`src/hw/rtl/tssd_pkg.sv`:
```
package tssd_pkg;

  typedef enum logic [1:0] {
    CMD_SAMPLE  = 2'd0,
    CMD_SCAN    = 2'd1,
    CMD_REFRESH = 2'd2
  } cmd_t;

  localparam logic REG_DWELL   = 1'b0;
  localparam logic REG_REFRESH = 1'b1;

  localparam logic [15:0] DWELL_RESET   = 16'd5000;
  localparam logic [15:0] REFRESH_RESET = 16'd500;

  // hundredths = code * 3125 / 64
  localparam logic [21:0] SCALE_MUL   = 22'd3125;
  // floor(h / 1000) = (h * 67109) >> 26, exact for h < 2^16
  localparam logic [32:0] DIV1000_MUL = 33'd67109;
  // floor(r / 100) = (r * 41) >> 12, exact for r < 1000
  localparam logic [15:0] DIV100_MUL  = 16'd41;
  // floor(r / 10) = (r * 205) >> 11, exact for r < 100
  localparam logic [14:0] DIV10_MUL   = 15'd205;

  localparam logic [7:0] SEG_DP = 8'h01;

  typedef struct packed {
    logic [5:0] th;
    logic [3:0] hd;
    logic [3:0] td;
    logic [3:0] ud;
  } digits_t;

  typedef struct packed {
    logic [1:0]  cmd;
    logic [9:0]  sample;
    logic [15:0] hund;
    logic [5:0]  th;
    logic [9:0]  r1;
    logic [3:0]  hd;
    logic [6:0]  r2;
    logic [3:0]  td;
  } pipe_t;

  function automatic logic [7:0] glyph(input logic [5:0] d);
    logic [7:0] g;
    case (d)
      6'd0: g = 8'h7E;
      6'd1: g = 8'h12;
      6'd2: g = 8'hBC;
      6'd3: g = 8'hB6;
      6'd4: g = 8'hD2;
      6'd5: g = 8'hE6;
      6'd6: g = 8'hCE;
      6'd7: g = 8'h32;
      6'd8: g = 8'hFE;
      6'd9: g = 8'hF2;
      default: g = 8'h00;
    endcase
    return g;
  endfunction

endpackage

```
`src/hw/rtl/temperature_seven_segment_display_top.sv`:
```
// Temperature display driver for a four-digit multiplexed seven-segment panel.
// Input channel (item_valid/item_stall) carries one beat per event: cmd selects
// an ADC sample (sample field), a scan tick or a refresh tick. Every input beat
// produces exactly one output beat (result_valid/result_stall) holding the
// segment pattern and one-hot digit enable of the digit lit after that event,
// plus the latest converted temperature in hundredths of a degree.
// Throughput: one beat per cycle while result_stall is low. Pipeline: the
// accepting edge loads the input stage, six more stages do the scale multiply
// and the divides by 1000, 100 and 10 through reciprocal multiplies, and the
// state and output register is loaded last.
// Configuration: cfg_we/cfg_index/cfg_data write dwell_ticks (index 0) or
// refresh_ticks (index 1); write only while no beats are in flight.
// Reset (rst, synchronous): registers return to 5000/500, temperatures and
// counters clear, the leftmost digit is selected, the pipeline empties.
// Stall: a stalled result holds; bubbles in the pipeline still close up, and
// item_stall rises once every stage is full behind the stalled result.
module temperature_seven_segment_display_top
  import tssd_pkg::*;
(
  input  logic        clk,
  input  logic        rst,
  input  logic        cfg_we,
  input  logic        cfg_index,
  input  logic [15:0] cfg_data,
  input  logic        item_valid,
  output logic        item_stall,
  input  logic [1:0]  cmd,
  input  logic [9:0]  sample,
  output logic        result_valid,
  input  logic        result_stall,
  output logic [7:0]  segments,
  output logic [3:0]  digit_select,
  output logic [15:0] latest_temp
);

  localparam int unsigned NSTG = 7;

  pipe_t            stg [NSTG];
  logic [NSTG-1:0]  stg_valid;
  logic [NSTG:0]    load;
  pipe_t            in_beat;
  logic             fire;

  logic [15:0] dwell_ticks;
  logic [15:0] refresh_ticks;
  logic [15:0] latest_hundredths, latest_hundredths_next;
  digits_t     latest_digits, latest_digits_next;
  digits_t     shown_digits, shown_digits_next;
  logic        first_captured, first_captured_next;
  logic [15:0] refresh_counter, refresh_counter_next;
  logic [1:0]  digit_index, digit_index_next;
  logic [15:0] dwell_counter, dwell_counter_next;
  logic [7:0]  segments_next;

  pipe_t       fin;
  digits_t     fin_digits;
  logic [6:0]  ud_full;
  logic [16:0] dwell_inc;
  logic [16:0] refresh_inc;
  logic [5:0]  cur_digit;

  function automatic pipe_t stage_step(input int unsigned k, input pipe_t d);
    pipe_t       r;
    logic [21:0] p1;
    logic [32:0] p2;
    logic [15:0] t3;
    logic [15:0] p4;
    logic [9:0]  t5;
    logic [14:0] p6;
    r  = d;
    p1 = 22'(d.sample) * SCALE_MUL;
    p2 = 33'(d.hund) * DIV1000_MUL;
    t3 = d.hund - 16'(d.th) * 16'd1000;
    p4 = 16'(d.r1) * DIV100_MUL;
    t5 = d.r1 - 10'(d.hd) * 10'd100;
    p6 = 15'(d.r2) * DIV10_MUL;
    case (k)
      1: r.hund = p1[21:6];
      2: r.th   = p2[31:26];
      3: r.r1   = t3[9:0];
      4: r.hd   = p4[15:12];
      5: r.r2   = t5[6:0];
      6: r.td   = p6[14:11];
      default: ;
    endcase
    return r;
  endfunction

  always_comb begin
    in_beat        = '0;
    in_beat.cmd    = cmd;
    in_beat.sample = sample;
  end

  always_comb begin
    load[NSTG] = !result_valid || !result_stall;
    for (int i = NSTG - 1; i >= 0; i--) begin
      load[i] = !stg_valid[i] || load[i+1];
    end
  end

  assign item_stall = !load[0];
  assign fire       = stg_valid[NSTG-1] && load[NSTG];

  always_ff @(posedge clk) begin
    if (rst) begin
      stg_valid <= '0;
    end else begin
      if (load[0]) begin
        stg_valid[0] <= item_valid;
      end
      for (int i = 1; i < NSTG; i++) begin
        if (load[i]) begin
          stg_valid[i] <= stg_valid[i-1];
        end
      end
    end
  end

  always_ff @(posedge clk) begin
    if (load[0]) begin
      stg[0] <= in_beat;
    end
    for (int i = 1; i < NSTG; i++) begin
      if (load[i]) begin
        stg[i] <= stage_step(i, stg[i-1]);
      end
    end
  end

  always_comb begin
    fin           = stg[NSTG-1];
    ud_full       = fin.r2 - 7'(fin.td) * 7'd10;
    fin_digits.th = fin.th;
    fin_digits.hd = fin.hd;
    fin_digits.td = fin.td;
    fin_digits.ud = ud_full[3:0];
    dwell_inc     = 17'(dwell_counter) + 17'd1;
    refresh_inc   = 17'(refresh_counter) + 17'd1;

    latest_hundredths_next = latest_hundredths;
    latest_digits_next     = latest_digits;
    shown_digits_next      = shown_digits;
    first_captured_next    = first_captured;
    refresh_counter_next   = refresh_counter;
    digit_index_next       = digit_index;
    dwell_counter_next     = dwell_counter;

    if (fire) begin
      case (fin.cmd)
        CMD_SAMPLE: begin
          latest_hundredths_next = fin.hund;
          latest_digits_next     = fin_digits;
          if (!first_captured) begin
            shown_digits_next   = fin_digits;
            first_captured_next = 1'b1;
          end
        end
        CMD_SCAN: begin
          if (dwell_inc >= 17'(dwell_ticks)) begin
            dwell_counter_next = '0;
            digit_index_next   = digit_index + 2'd1;
          end else begin
            dwell_counter_next = dwell_inc[15:0];
          end
        end
        CMD_REFRESH: begin
          if (refresh_inc >= 17'(refresh_ticks)) begin
            refresh_counter_next = '0;
            shown_digits_next    = latest_digits;
          end else begin
            refresh_counter_next = refresh_inc[15:0];
          end
        end
        default: ;
      endcase
    end

    case (digit_index_next)
      2'd0:    cur_digit = shown_digits_next.th;
      2'd1:    cur_digit = 6'(shown_digits_next.hd);
      2'd2:    cur_digit = 6'(shown_digits_next.td);
      default: cur_digit = 6'(shown_digits_next.ud);
    endcase
    segments_next = glyph(cur_digit);
    if (digit_index_next == 2'd1) begin
      segments_next = segments_next | SEG_DP;
    end
  end

  always_ff @(posedge clk) begin
    if (rst) begin
      dwell_ticks       <= DWELL_RESET;
      refresh_ticks     <= REFRESH_RESET;
      latest_hundredths <= '0;
      latest_digits     <= '0;
      shown_digits      <= '0;
      first_captured    <= 1'b0;
      refresh_counter   <= '0;
      digit_index       <= '0;
      dwell_counter     <= '0;
      result_valid      <= 1'b0;
    end else begin
      if (cfg_we) begin
        case (cfg_index)
          REG_DWELL:   dwell_ticks   <= cfg_data;
          REG_REFRESH: refresh_ticks <= cfg_data;
          default: ;
        endcase
      end
      latest_hundredths <= latest_hundredths_next;
      latest_digits     <= latest_digits_next;
      shown_digits      <= shown_digits_next;
      first_captured    <= first_captured_next;
      refresh_counter   <= refresh_counter_next;
      digit_index       <= digit_index_next;
      dwell_counter     <= dwell_counter_next;
      if (load[NSTG]) begin
        result_valid <= stg_valid[NSTG-1];
      end
    end
  end

  always_ff @(posedge clk) begin
    if (fire) begin
      segments     <= segments_next;
      digit_select <= 4'b0001 << digit_index_next;
      latest_temp  <= latest_hundredths_next;
    end
  end

endmodule

```
`config.mk`:
```
export PLATFORM = sky130hd
export DESIGN_NAME = temperature_seven_segment_display_top
export DESIGN_NICKNAME = d
export VERILOG_FILES = /design/src/hw/rtl/tssd_pkg.sv /design/src/hw/rtl/temperature_seven_segment_display_top.sv
export SDC_FILE = /design/constraint.sdc
export NUM_CORES = 1
export LEC_CHECK = 0
export BUFFER_PORTS_ARGS = -buffer_cell sky130_fd_sc_hd__buf_2
export CAP_MARGIN = 10
export CORE_MARGIN = 5
export CORE_UTILIZATION = 50
export DETAILED_ROUTE_END_ITERATION = 16
export PLACE_DENSITY = 0.76
export SLEW_MARGIN = 20
export SYNTH_ARGS = -nofsm -noshare
export SYNTH_HDL_FRONTEND = slang
export SYNTH_SLANG_ARGS = --single-unit
```
`constraint.sdc`:
```
create_clock -name clk -period 4.9 [get_ports clk]
set_input_delay 0.49 -clock clk [delete_from_list [all_inputs] [get_ports clk]]
set_output_delay 0.49 -clock clk [all_outputs]
set_load 0.01 [all_outputs]
```
# ---- Word-level counts from Yosys, hierarchy flattened
# Memory sizes are Yosys's and may differ from the RTL's.
# Cells that the tools add are included.
dict set report op_classes {
  n_addsub 6
  multipliers 7
  order_cmp 2
  eq_ne 4
  shift 1
  n_mux 33
  bitwise_logic 1
  reduce_logical 27
}
# cell count
set op_table {}
lappend op_table {{2-to-1 mux 16 bit} 5}
lappend op_table {{2-to-1 mux 18 bit} 3}
lappend op_table {{one-hot mux 18 bit (2 select lines)} 1}
lappend op_table {{adder 16 x 1 -> 17 bit (second input constant)} 2}
lappend op_table {{>= comparator 17 x 16 -> 1 bit} 2}
lappend op_table {{multiplier 16 x 17 -> 32 bit (second input constant)} 1}
lappend op_table {{multiplier 10 x 12 -> 22 bit (second input constant)} 1}
lappend op_table {{one-hot mux 6 bit (3 select lines)} 1}
lappend op_table {{multiplier 10 x 6 -> 16 bit (second input constant)} 1}
lappend op_table {{multiplier 7 x 8 -> 15 bit (second input constant)} 1}
lappend op_table {{2-to-1 mux 1 bit} 14}
lappend op_table {{logical NOT 1 bit} 10}
lappend op_table {{2-to-1 mux 10 bit} 1}
lappend op_table {{AND reduction 2 bit} 5}
lappend op_table {{subtractor 10 bit} 1}
lappend op_table {{logical OR 1 bit} 8}
lappend op_table {{2-to-1 mux 4 bit} 2}
lappend op_table {{2-to-1 mux 8 bit} 1}
lappend op_table {{multiplier 6 x 7 -> 7 bit (second input constant)} 1}
lappend op_table {{2-to-1 mux 7 bit} 1}
lappend op_table {{subtractor 7 bit} 1}
lappend op_table {{logical NOT 2 bit} 3}
lappend op_table {{2-to-1 mux 2 bit} 3}
lappend op_table {{2-to-1 mux 6 bit} 1}
lappend op_table {{9 further kinds} 11}
dict set report totals {
  reg_bits 155
  mem_bits_rw 413
  mem_bits_ro 112
  input_bits 34
  output_inout_bits 30
  wordCells 110
  memories 2
}
# memory words width rd rd_clocked_by_memory_dff write_ports line
set mem_list {}
lappend mem_list {stg 7 59 7 0 7 temperature_seven_segment_display_top.sv:38} ;# pipe_t stg [NSTG];
lappend mem_list {{(no name shown)} 16 7 1 0 0 tssd_pkg.sv:46} ;# case (d)

# ---- Logic depth before layout (Yosys ltp)
# Gate-level depths: netlist of run 1.
dict set report depth {
  word_depth 11
  depth_mapped 25
  depth_no_buf 22
}

# ---- Worst setup path after synthesis of run 1
# OpenSTA, ideal clock, no wires.
dict set report synth_path {
  path_type {register -> register}
  start {memory stg[1][44] in the netlist's numbering}
  end {memory stg[2][30] in the netlist's numbering, data pin}
  setup_time_ps 262
  arrival_ps 5099
  t_required_ps 4638
  setup_slack_ps -461
  path_stages_with_launch 20
  path_buffers 0
  period_less_slack_ps 5361
  cell_sequence {edfxtp_1 > ha_1 > fa_1 > inv_1 > fa_1 > fa_1 > inv_1 > fa_1 > ha_1 > ha_1 > a21o_1 > a21o_1 > a21oi_1 > o21ai_0 > a2111o_1 > a221oi_1 > o21bai_1 > a21o_1 > a21oi_1 > xnor2_1}
}
# element line
set synth_rtl {}
lappend synth_rtl {{start, declared} temperature_seven_segment_display_top.sv:38}

==> results.md, run 1 <==
* Post-route insts no fill at ~2600
* Antenna cells at 0
* Worst skew pair latency at 0.56 ns
* RSZ-0062 raised after global routing: yes
* Worst setup EP type: flip-flop
* Share of the synthesized area in the top cell type at 0.309
* Max cap viols at 0
* Critical path's top delay family: adder cells
* Critical path buffers and inverters at 2
* Final setup vio count at 3
* Fill cells at approximately 3300
* Fin. Hold Viols at 0
* Hpwl dp at between 30000 and 40000 um
* Data required, critical path at between 5 and 6 ns
* First-pass GRT wire length at 69300 um
* Wirelength per Cell at roughly 16 um
* Critical path startpoint category: flip-flop
* Area Growth Syn to Fin at 14.7%
* GRT Overall Usage at 0.187
* Post-DRT Antenna Nets at 0
* Status: complete, but fails checks
* CTS clk-pin slew, worst paths at ~0.060 ns
* Final wirelength at 42100 um
* Reg area at 8910 sq um
* GPL Wtd Cong at around 0.91
* Design Area, Final at ~24000 sq um
* I/O pin total at between 60 and 70
* Clock root buffer: clkbuf_16
* Die X at 213 um
* Critical-path cell list: ha_2 -> fa_2 -> inv_2 -> fa_1 -> fa_1 -> inv_1 -> fa_1 -> ha_4 -> ha_4 -> a21o_1 -> a21o_1 -> a21oi_2 -> o21ai_2 -> a2111o_1 -> a221oi_2 -> o21bai_1 -> a21o_1 -> a21oi_2 -> xnor2_1
* CP Max Fanout at 2
* Most frequent cells in the layout: 319 x ha_1, 251 x inv_1, 212 x edfxtp_1, 185 x nand2_1, 130 x a21oi_1
* Fin crit period at 5.15 ns
* Depth of the worst hold-timing path at 1
* Leading area contributor after synthesis: edfxtp_1
* Post-placement cell area at 22000 sq um
* Synth async-reset ratio at 0
* Max-slew violations at 0
* Largest net degree at the start of global routing at between 80 and 90
* Synthesized cell area at around 21000 sq um
* Crit-path slowest cell: fa_2
* Yosys reg bits at roughly 340
* PortBufs at 63
* Multi-input gate area at about 11000 sq um
* Remaining DRCs at 0
* Placed insts at 2531
* Synth Flop Type: edfxtp_1
* DRT iter0 DRCs at 814
* Crit path arrival time at about 5.5 ns
* Final period util at 1.05
* DR pass1 iterations at 6
* Post-synthesis cell type count at between 80 and 90
* Num rows at 74
* Syn Inst Count at between 1500 and 2000
* Die area at about 45000 sq um
* Seq/Total Area, Yosys at 0.432
* Commonest non-fill, non-tap cell in the layout: ha_1
* R2R depth at 19
* Critical Path Stages at 19
* Reg2Reg Setup Slack at -0.25 ns
* Mapped Avg Cell Area at 10.8 sq um
* H-tree depth at 2
* Die H at ~210 um
* Failing checks: negative setup slack
* Delay of the slowest critical-path stage at between 0.5 and 0.6 ns
* Clock sinks at 339
* Total gr overflow at 0
* Share of layout cells above drive strength 1 at 0.141
* FMAX at 194 MHz
* Clk buf depth at 3
* Syn Nets at between 2000 and 2500
* Cts bufs inserted at 38
* Routed vias at roughly 14000
* Post-synth EDFFs at between 200 and 250
* Vias in the first global route at approximately 14000
* Initial Utilization at 0.505
* Initial antenna violation count at 0
* Setup WS post-layout at -0.246 ns
* Worst slack at placement at -0.340 ns
* Hold crit path type: in -> reg
* Worst Tran Pin Value at just under 0.9 ns
* Core Area at around 41000 sq um
* Clock Skew at between 0.03 and 0.04 ns
* Area contributors post-synth: edfxtp_1 31%, ha_1 20%, dfxtp_1 12%
* Warnings from Yosys at 0
* TritonCTS clock tree: done
* Worst slew margin at 0.421
* Critical path class: reg -> reg
* Post-DR vias/cell at ~5.4
* Setup TNS at -0.531 ns
* Nets at 2495
-- path summary, 6_finish.rpt --
check                           startpoint          to
worst max-delay path            stg[1][44]  stg[2][30]
worst min-delay path             sample[8]  stg[0][55]
worst max register to register  stg[1][44]  stg[2][30]
worst min register to register  stg[2][32]  stg[3][32]
-- registers in the layout, indices dropped and copies added, names as in the netlist --
register,flops
segments,8
digit_index,2
stg,184
latest_digits,18
first_captured,1
stg_valid,7
shown_digits,18
dwell_counter,16
latest_hundredths,16
refresh_ticks,16
result_valid,1
dwell_ticks,16
latest_temp,16
digit_select,4
refresh_counter,16
-- synthesized netlist by cell type (all sizes together), types with 4 or more instances --
cell     instances
ha             327
inv            253
edfxtp         212
nand2          187
a21oi          138
dfxtp          127
nor2           111
fa              76
xnor2           53
clkbuf          47
o21ai           47
nand3           39
nor3            32
o21a            26
nor2b           21
xor2            21
a21o            20
nand3b          14
nand4           14
and3            13
a211oi          10
and2            10
nand2b           9
or3              9
a31oi            8
nor3b            7
a211o            6
nor4             6
or2              6
a221oi           5
buf              5
a2111oi          4
and4             4
-- layer usage --
| layer | up-vias | GRT usage | share of wire |
|---|---|---|---|
| met1 | 6917 | 0.249 | 0.44 |
| met4 | 0 | 0.0545 | 0.028 |
| met2 | 299 | 0.317 | 0.49 |
| met3 | 82 | 0.0291 | 0.045 |
| li1 | 6890 | - | - |
| met5 | - | 0 | 0 |
-- layout make-up --
class,instances,area share
inverter,254,0.0403
multi-input combinational,1265,0.458
clock inverter,15,0.00572
timing repair buffer,160,0.0443
clock buffer,55,0.0464
tap,532,0.0282
sequential,339,0.377
-- per-stage QoR --
stage | hold slack, ns | util
floorplan | 0.400 | -
detailed placement | 0.405 | 0.539
CTS | 0.0759 | 0.571
global placement | 0.402 | 0.539
global route | 0.0818 | 0.579
finish | 0.110 | 0.579
-- cell families after synthesis --
group | synth area share
adder cells (fa/ha/maj) | 0.272
AND/OR/NAND/NOR | 0.112
flip-flops | 0.432
buffers and inverters | 0.0564
AO/OA/AOI/OAI | 0.0941
XOR/XNOR | 0.0314
multiplexers | 0.00146
-- repair_timing --
action / 4_1_cts / 5_1_grt
setup endpoints to repair: 7 / 17
gates cloned: 0 / 2
gates resized for setup: 8 / 38
hold buffers: 0 / 0
buffers inserted: 3 / 14
pin swaps: 8 / 11
Power of run 1 is not shown: default switching activity piles up to over one toggle a cycle in this logic, so the estimate is an artifact.
==> run 2, diff against run 1 <==
--- a/config.mk
+++ b/config.mk
@@ -11,6 +11,7 @@
 export CORE_UTILIZATION = 50
 export DETAILED_ROUTE_END_ITERATION = 16
 export PLACE_DENSITY = 0.76
+export SETUP_SLACK_MARGIN = 0.15
 export SLEW_MARGIN = 20
 export SYNTH_ARGS = -nofsm -noshare
 export SYNTH_HDL_FRONTEND = slang
==> run 2 against run 1 <==
Against the previous run:
- wire length grew 2.8%
- die area is the same
- worst setup slack got worse by 0.12 ns
- first-iteration DRC count up 3.9%
- critical path depth did not move
- global-route usage rose by 0.47 points
- non-clock buffer count shrank 9
- the flow still finishes with violations (negative setup slack)
- sequential share of layout area shrank 0.24 points
- register-to-register slack worse by 0.12 ns
- worst hold slack got worse by 0.0032 ns
- design area up 0.67%
- final cell count down 0.38%
==> results.md, run 2 (synthesis gave the netlist of run 1 again) <==
* DRT iter0 DRCs at 846 (+3.9%)
* Max reg flops at 184 (unchanged)
* Initial Utilization at 0.505 (unchanged)
* Antenna cells at 0 (unchanged)
* Status: complete, but fails checks
* First-pass GRT wire length at 71000 um (+2.4%)
* Data required, critical path at 5.20 ns (about the same)
* Critical path class: reg -> reg
* Routed vias at 14078 (-0.78%)
* H-tree depth at 2 (unchanged)
* Post-DR vias/cell at 5.39 (-0.40%)
* Vias in the first global route at 14682 (+3.4%)
* Worst skew pair latency at 0.56 ns (about the same)
* Max-slew violations at 0 (unchanged)
* Clock sinks at 339 (unchanged)
* Remaining DRCs at 0 (unchanged)
* Setup crit start: stg[1][46]
* Top Registers: stg x184, latest_digits x18, shown_digits x18
* Total gr overflow at 0 (unchanged)
* CTS clk-pin slew, worst paths at 0.06 ns (about the same)
* Wirelength per Cell at 16.6 um (+3.1%)
* Max cap viols at 0 (unchanged)
* Initial antenna violation count at 0 (unchanged)
* Num rows at 74 (unchanged)
* Worst r2r src: stg[1][46]
* Clock Skew at 0.0215 ns (-0.00913 ns)
* CP Max Fanout at 2 (unchanged)
* Hpwl dp at 31600 um (-0.12%)
* DR pass1 iterations at 5 (-1)
* Worst Tran Pin Value at 0.817 ns (-0.0521 ns)
* Worst slack at placement at -0.371 ns (-0.0317 ns)
* Post-route insts no fill at 2610 (-0.38%)
* Nets at 2485 (-0.40%)
* Cts bufs inserted at 38 (unchanged)
* Worst slew margin at 0.455 (+0.0348)
* Placed insts at 2526 (-0.20%)
* Core Area at 40800 sq um (unchanged)
* Area Growth Syn to Fin at 15.4%
* Hold crit path type: in -> reg
* Final wirelength at 43300 um (+2.8%)
* Setup WS post-layout at -0.366 ns (-0.120 ns)
* PortBufs at 63 (unchanged)
* Failing checks: negative setup slack
* Crit-path slowest cell: fa_1
* Die X at 213 um (unchanged)
* TritonCTS clock tree: done
* Fill cells at 3184 (-3.4%)
* Final period util at 1.07 (+0.0245)
* Final setup vio count at 4 (+1)
* Critical-path cell list: ha_2 -> fa_2 -> inv_2 -> fa_1 -> fa_1 -> inv_2 -> fa_1 -> ha_4 -> ha_4 -> a21o_1 -> a21o_1 -> a21oi_2 -> o21ai_2 -> a2111o_1 -> a221oi_2 -> o21bai_1 -> a21o_1 -> a21oi_2 -> xnor2_1
* Delay of the slowest critical-path stage at 0.55 ns (+0.02 ns)
* GRT Overall Usage at 0.192 (+0.00467)
* Commonest non-fill, non-tap cell in the layout: ha_1
* Post-placement cell area at 22000 sq um (-0.17%)
* Hold Startpoint: sample[9]
* Post-DRT Antenna Nets at 0 (unchanged)
* Fin. Hold Viols at 0 (unchanged)
* RSZ-0062 raised after global routing: yes
* I/O pin total at 64 (unchanged)
* Share of layout cells above drive strength 1 at 0.153 (+0.0122)
* Die area at 45400 sq um (unchanged)
* Hold_ws at 0.107 ns (-0.00322 ns)
* Crit path arrival time at 5.57 ns (+0.12 ns)
* Die H at 213 um (unchanged)
* Hold-fix buffers, CTS at 0 (unchanged)
* Largest net degree at the start of global routing at 76 (-9.5%)
* Clock root buffer: clkbuf_16
* GPL Wtd Cong at 0.907 (-0.50%)
* Design Area, Final at 23800 sq um (+0.67%)
* Worst setup EP type: flip-flop
* Critical path startpoint category: flip-flop
* Most frequent cells in the layout: 308 x ha_1, 249 x inv_1, 212 x edfxtp_1, 185 x nand2_1, 129 x a21oi_1
* Fin crit period at 5.27 ns (+0.120 ns)
* Register bank with the most flops: stg
* Clk buf depth at 3 (unchanged)
* FMAX at 190 MHz (-2.3%)
## run 2: final timing paths
kind                endpoint  slack, ns  cells after the start
setup / recovery  stg[2][30]      -0.37                     19
setup reg to reg  stg[2][30]      -0.37                     19
hold reg to reg   stg[4][42]       0.42                      0
hold / removal    stg[0][56]       0.11                      1
## run 2: area by class of cell
cell class,count,area (sq um),share of cell area
inverters,254,953,0.0401
well taps,532,666,0.0280
repair buffers,151,982,0.0413
multi-input cells,1264,11000,0.461
clock buffers,44,1030,0.0435
flip-flops and latches,339,8910,0.375
clock inverters,26,273,0.0115
## run 2: through the flow
step                 util  setup TNS (ns)
floorplan               -          -0.357
global placement    0.538          -0.779
detailed placement  0.538          -0.925
CTS                 0.572          -0.769
global route        0.583           -1.68
finish              0.583          -0.942
## run 2: critical path: cells and delay by family (launching register included)
family / cells / cell delay [ns]
DFF: 1 / 0.41
buffers and inverters: 2 / 0.08
adders and majority gates: 7 / 2.68
AOI/OAI and AO/OA: 9 / 1.77
xor gates and xnor gates: 1 / 0.07
## run 2: routing by layer
layer	vias up	part of all wire	track usage
met3	106	0.043	0.0279
li1	6878	-	-
met2	335	0.49	0.327
met1	6759	0.43	0.247
met4	0	0.038	0.0768
met5	-	0	0
## run 2: what timing repair did
| action | in CTS | in global routing |
|---|---|---|
| buffers inserted | 5 | 8 |
| setup endpoints to repair | 15 | 18 |
| hold endpoints to repair | 0 | 0 |
| pin swaps | 7 | 36 |
| resized for setup | 9 | 63 |
| gates cloned | 0 | 1 |
Power of run 2 is left out for the same reason.
==> run 3, diff against run 2 <==
--- a/config.mk
+++ b/config.mk
@@ -11,7 +11,8 @@
 export CORE_UTILIZATION = 50
 export DETAILED_ROUTE_END_ITERATION = 16
 export PLACE_DENSITY = 0.76
-export SETUP_SLACK_MARGIN = 0.15
+export SETUP_SLACK_MARGIN = 0.02
+export SKIP_CTS_REPAIR_TIMING = 1
 export SLEW_MARGIN = 20
 export SYNTH_ARGS = -nofsm -noshare
 export SYNTH_HDL_FRONTEND = slang
==> run 3 against run 2 <==
Against the previous run:
- the flow still finishes with violations (negative setup slack)
- worst setup slack improved by 0.18 ns
- design area is 0.77% lower
- fmax increased by 3.6%
- clock skew is 0.0078 ns higher
- global-route usage down 0.50 points
==> results.md, run 3 (synthesis gave the netlist of run 1 again) <==
* Initial antenna violation count at 0 (unchanged)
* Critical path startpoint category: flip-flop
* Crit path arrival time at 5.39 ns (-0.18 ns)
* Die H at 213 um (unchanged)
* GPL Wtd Cong at 0.911 (+0.51%)
* Largest net degree at the start of global routing at 84 (+11%)
* Worst skew pair latency at 0.56 ns (about the same)
* Die area at 45400 sq um (unchanged)
* Commonest non-fill, non-tap cell in the layout: ha_1
* Fin. Hold Viols at 0 (unchanged)
* FMAX at 197 MHz (+3.6%)
* Final setup vio count at 3 (-1)
* Clock sinks at 339 (unchanged)
* Crit-path slowest cell: fa_2
* DR pass1 iterations at 5 (unchanged)
* Share of layout cells above drive strength 1 at 0.141 (-0.0115)
* CTS clk-pin slew, worst paths at 0.06 ns (about the same)
* Area Growth Syn to Fin at 14.5%
* DRT iter0 DRCs at 811 (-4.1%)
* GRT Overall Usage at 0.187 (-0.00502)
* Data required, critical path at 5.21 ns (about the same)
* Setup WS post-layout at -0.183 ns (+0.183 ns)
* Register bank with the most flops: stg
* Status: complete, but fails checks
* Clock root buffer: clkbuf_16
* Clock Skew at 0.0293 ns (+0.00782 ns)
* Delay of the slowest critical-path stage at 0.53 ns (-0.02 ns)
* Fin crit period at 5.08 ns (-0.183 ns)
* Core Area at 40800 sq um (unchanged)
* I/O pin total at 64 (unchanged)
* H-tree depth at 2 (unchanged)
* Failing checks: negative setup slack
* Post-route insts no fill at 2617 (+0.27%)
* Final wirelength at 42100 um (-2.8%)
* Post-DR vias/cell at 5.42 (+0.41%)
* Worst slew margin at 0.417 (-0.0381)
* Post-DRT Antenna Nets at 0 (unchanged)
* Worst setup EP type: flip-flop
* Antenna cells at 0 (unchanged)
* Remaining DRCs at 0 (unchanged)
* Num rows at 74 (unchanged)
* Wirelength per Cell at 16.1 um (-3.1%)
* Max reg flops at 184 (unchanged)
* Max-slew violations at 0 (unchanged)
* Critical R2R Capture: stg[2][30]
* Placed insts at 2531 (+0.20%)
* PortBufs at 63 (unchanged)
* RSZ-0062 raised after global routing: yes
* Final period util at 1.04 (-0.0373)
* Total gr overflow at 0 (unchanged)
* First-pass GRT wire length at 69200 um (-2.5%)
* Critical path's top delay family: adder cells
* Die X at 213 um (unchanged)
* Most frequent cells in the layout: 319 x ha_1, 251 x inv_1, 212 x edfxtp_1, 185 x nand2_1, 130 x a21oi_1
* Critical path class: reg -> reg
* Max cap viols at 0 (unchanged)
* Routed vias at 14174 (+0.68%)
* Nets at 2492 (+0.28%)
* R2R depth at 19 (unchanged)
* Vias in the first global route at 14169 (-3.5%)
* Top Registers: stg x184, latest_digits x18, shown_digits x18
* Critical Path Stages at 19 (unchanged)
* CP Capture Point: stg[2][30]
* Critical path buffers and inverters at 2 (unchanged)
* Initial Utilization at 0.505 (unchanged)
* Reg2Reg Setup Slack at -0.18 ns (+0.18 ns)
* Hold crit path type: in -> reg
* Cts bufs inserted at 38 (unchanged)
* CP Max Fanout at 2 (unchanged)
* Worst Tran Pin Value at 0.874 ns (+0.0572 ns)
* Setup crit start: stg[1][44]
* Hpwl dp at 31600 um (+0.12%)
* Critical-path cell list: ha_2 -> fa_2 -> inv_2 -> fa_1 -> fa_1 -> inv_1 -> fa_1 -> ha_4 -> ha_4 -> a21o_1 -> a21o_1 -> a21oi_2 -> o21ai_2 -> a2111o_1 -> a221oi_2 -> o21bai_1 -> a21o_1 -> a21oi_2 -> xnor2_1
* Clk buf depth at 3 (unchanged)
* TritonCTS clock tree: done
* Worst r2r src: stg[1][44]
## run 3: cell count changes in the layout (fill, tap and decap cells not counted), sizes merged
cell and delta:
clkbuf +11, clkinv -7, buf +6, bufinv -3
clkinvlp -1, o21a +1
## run 3: stage by stage
step / utilization / area [sq um] / worst slack, ns / TNS [ns] / hold WS, ns
detailed placement: 0.539 / 22000 / -0.340 / -0.830 / 0.405
global route: 0.578 / 23600 / -0.361 / -0.866 / 0.0818
floorplan: - / 20600 / -0.207 / -0.357 / 0.400
global placement: 0.539 / 22000 / -0.311 / -0.744 / 0.402
finish: 0.578 / 23600 / -0.183 / -0.378 / 0.109
CTS: 0.569 / 23200 / -0.364 / -0.988 / 0.0759
## run 3: how the worst min path moves through the flow
stage / from / cells past startpoint / endpoint / slack (ns)
finish: sample[8] / 1 / stg[0][55] / 0.11
global route: sample[7] / 1 / stg[0][54] / 0.08
CTS: sample[9] / 1 / stg[0][56] / 0.08
detailed placement: stg[2][58] / 0 / stg[3][58] / 0.40
global placement: stg[5][33] / 0 / stg[6][33] / 0.40
floorplan: stg[0][57] / 0 / stg[1][57] / 0.40
## run 3: final cells by class
cell class              instances  area (sq um)
clock buffers                  55          1100
clock inverters                15           135
fillers                      3304         17200
inverters                     254           953
multi-input cells            1265         10800
flip-flops and latches        339          8910
well taps                     532           666
repair buffers                157          1020
## run 3: layer usage
metal | up-vias | track usage | part of all wire
li1 | 6881 | - | -
met1 | 6904 | 0.250 | 0.44
met2 | 311 | 0.317 | 0.49
met3 | 78 | 0.0282 | 0.044
met4 | 0 | 0.0541 | 0.026
met5 | - | 0 | 0
Power of run 3 is left out for the same reason.
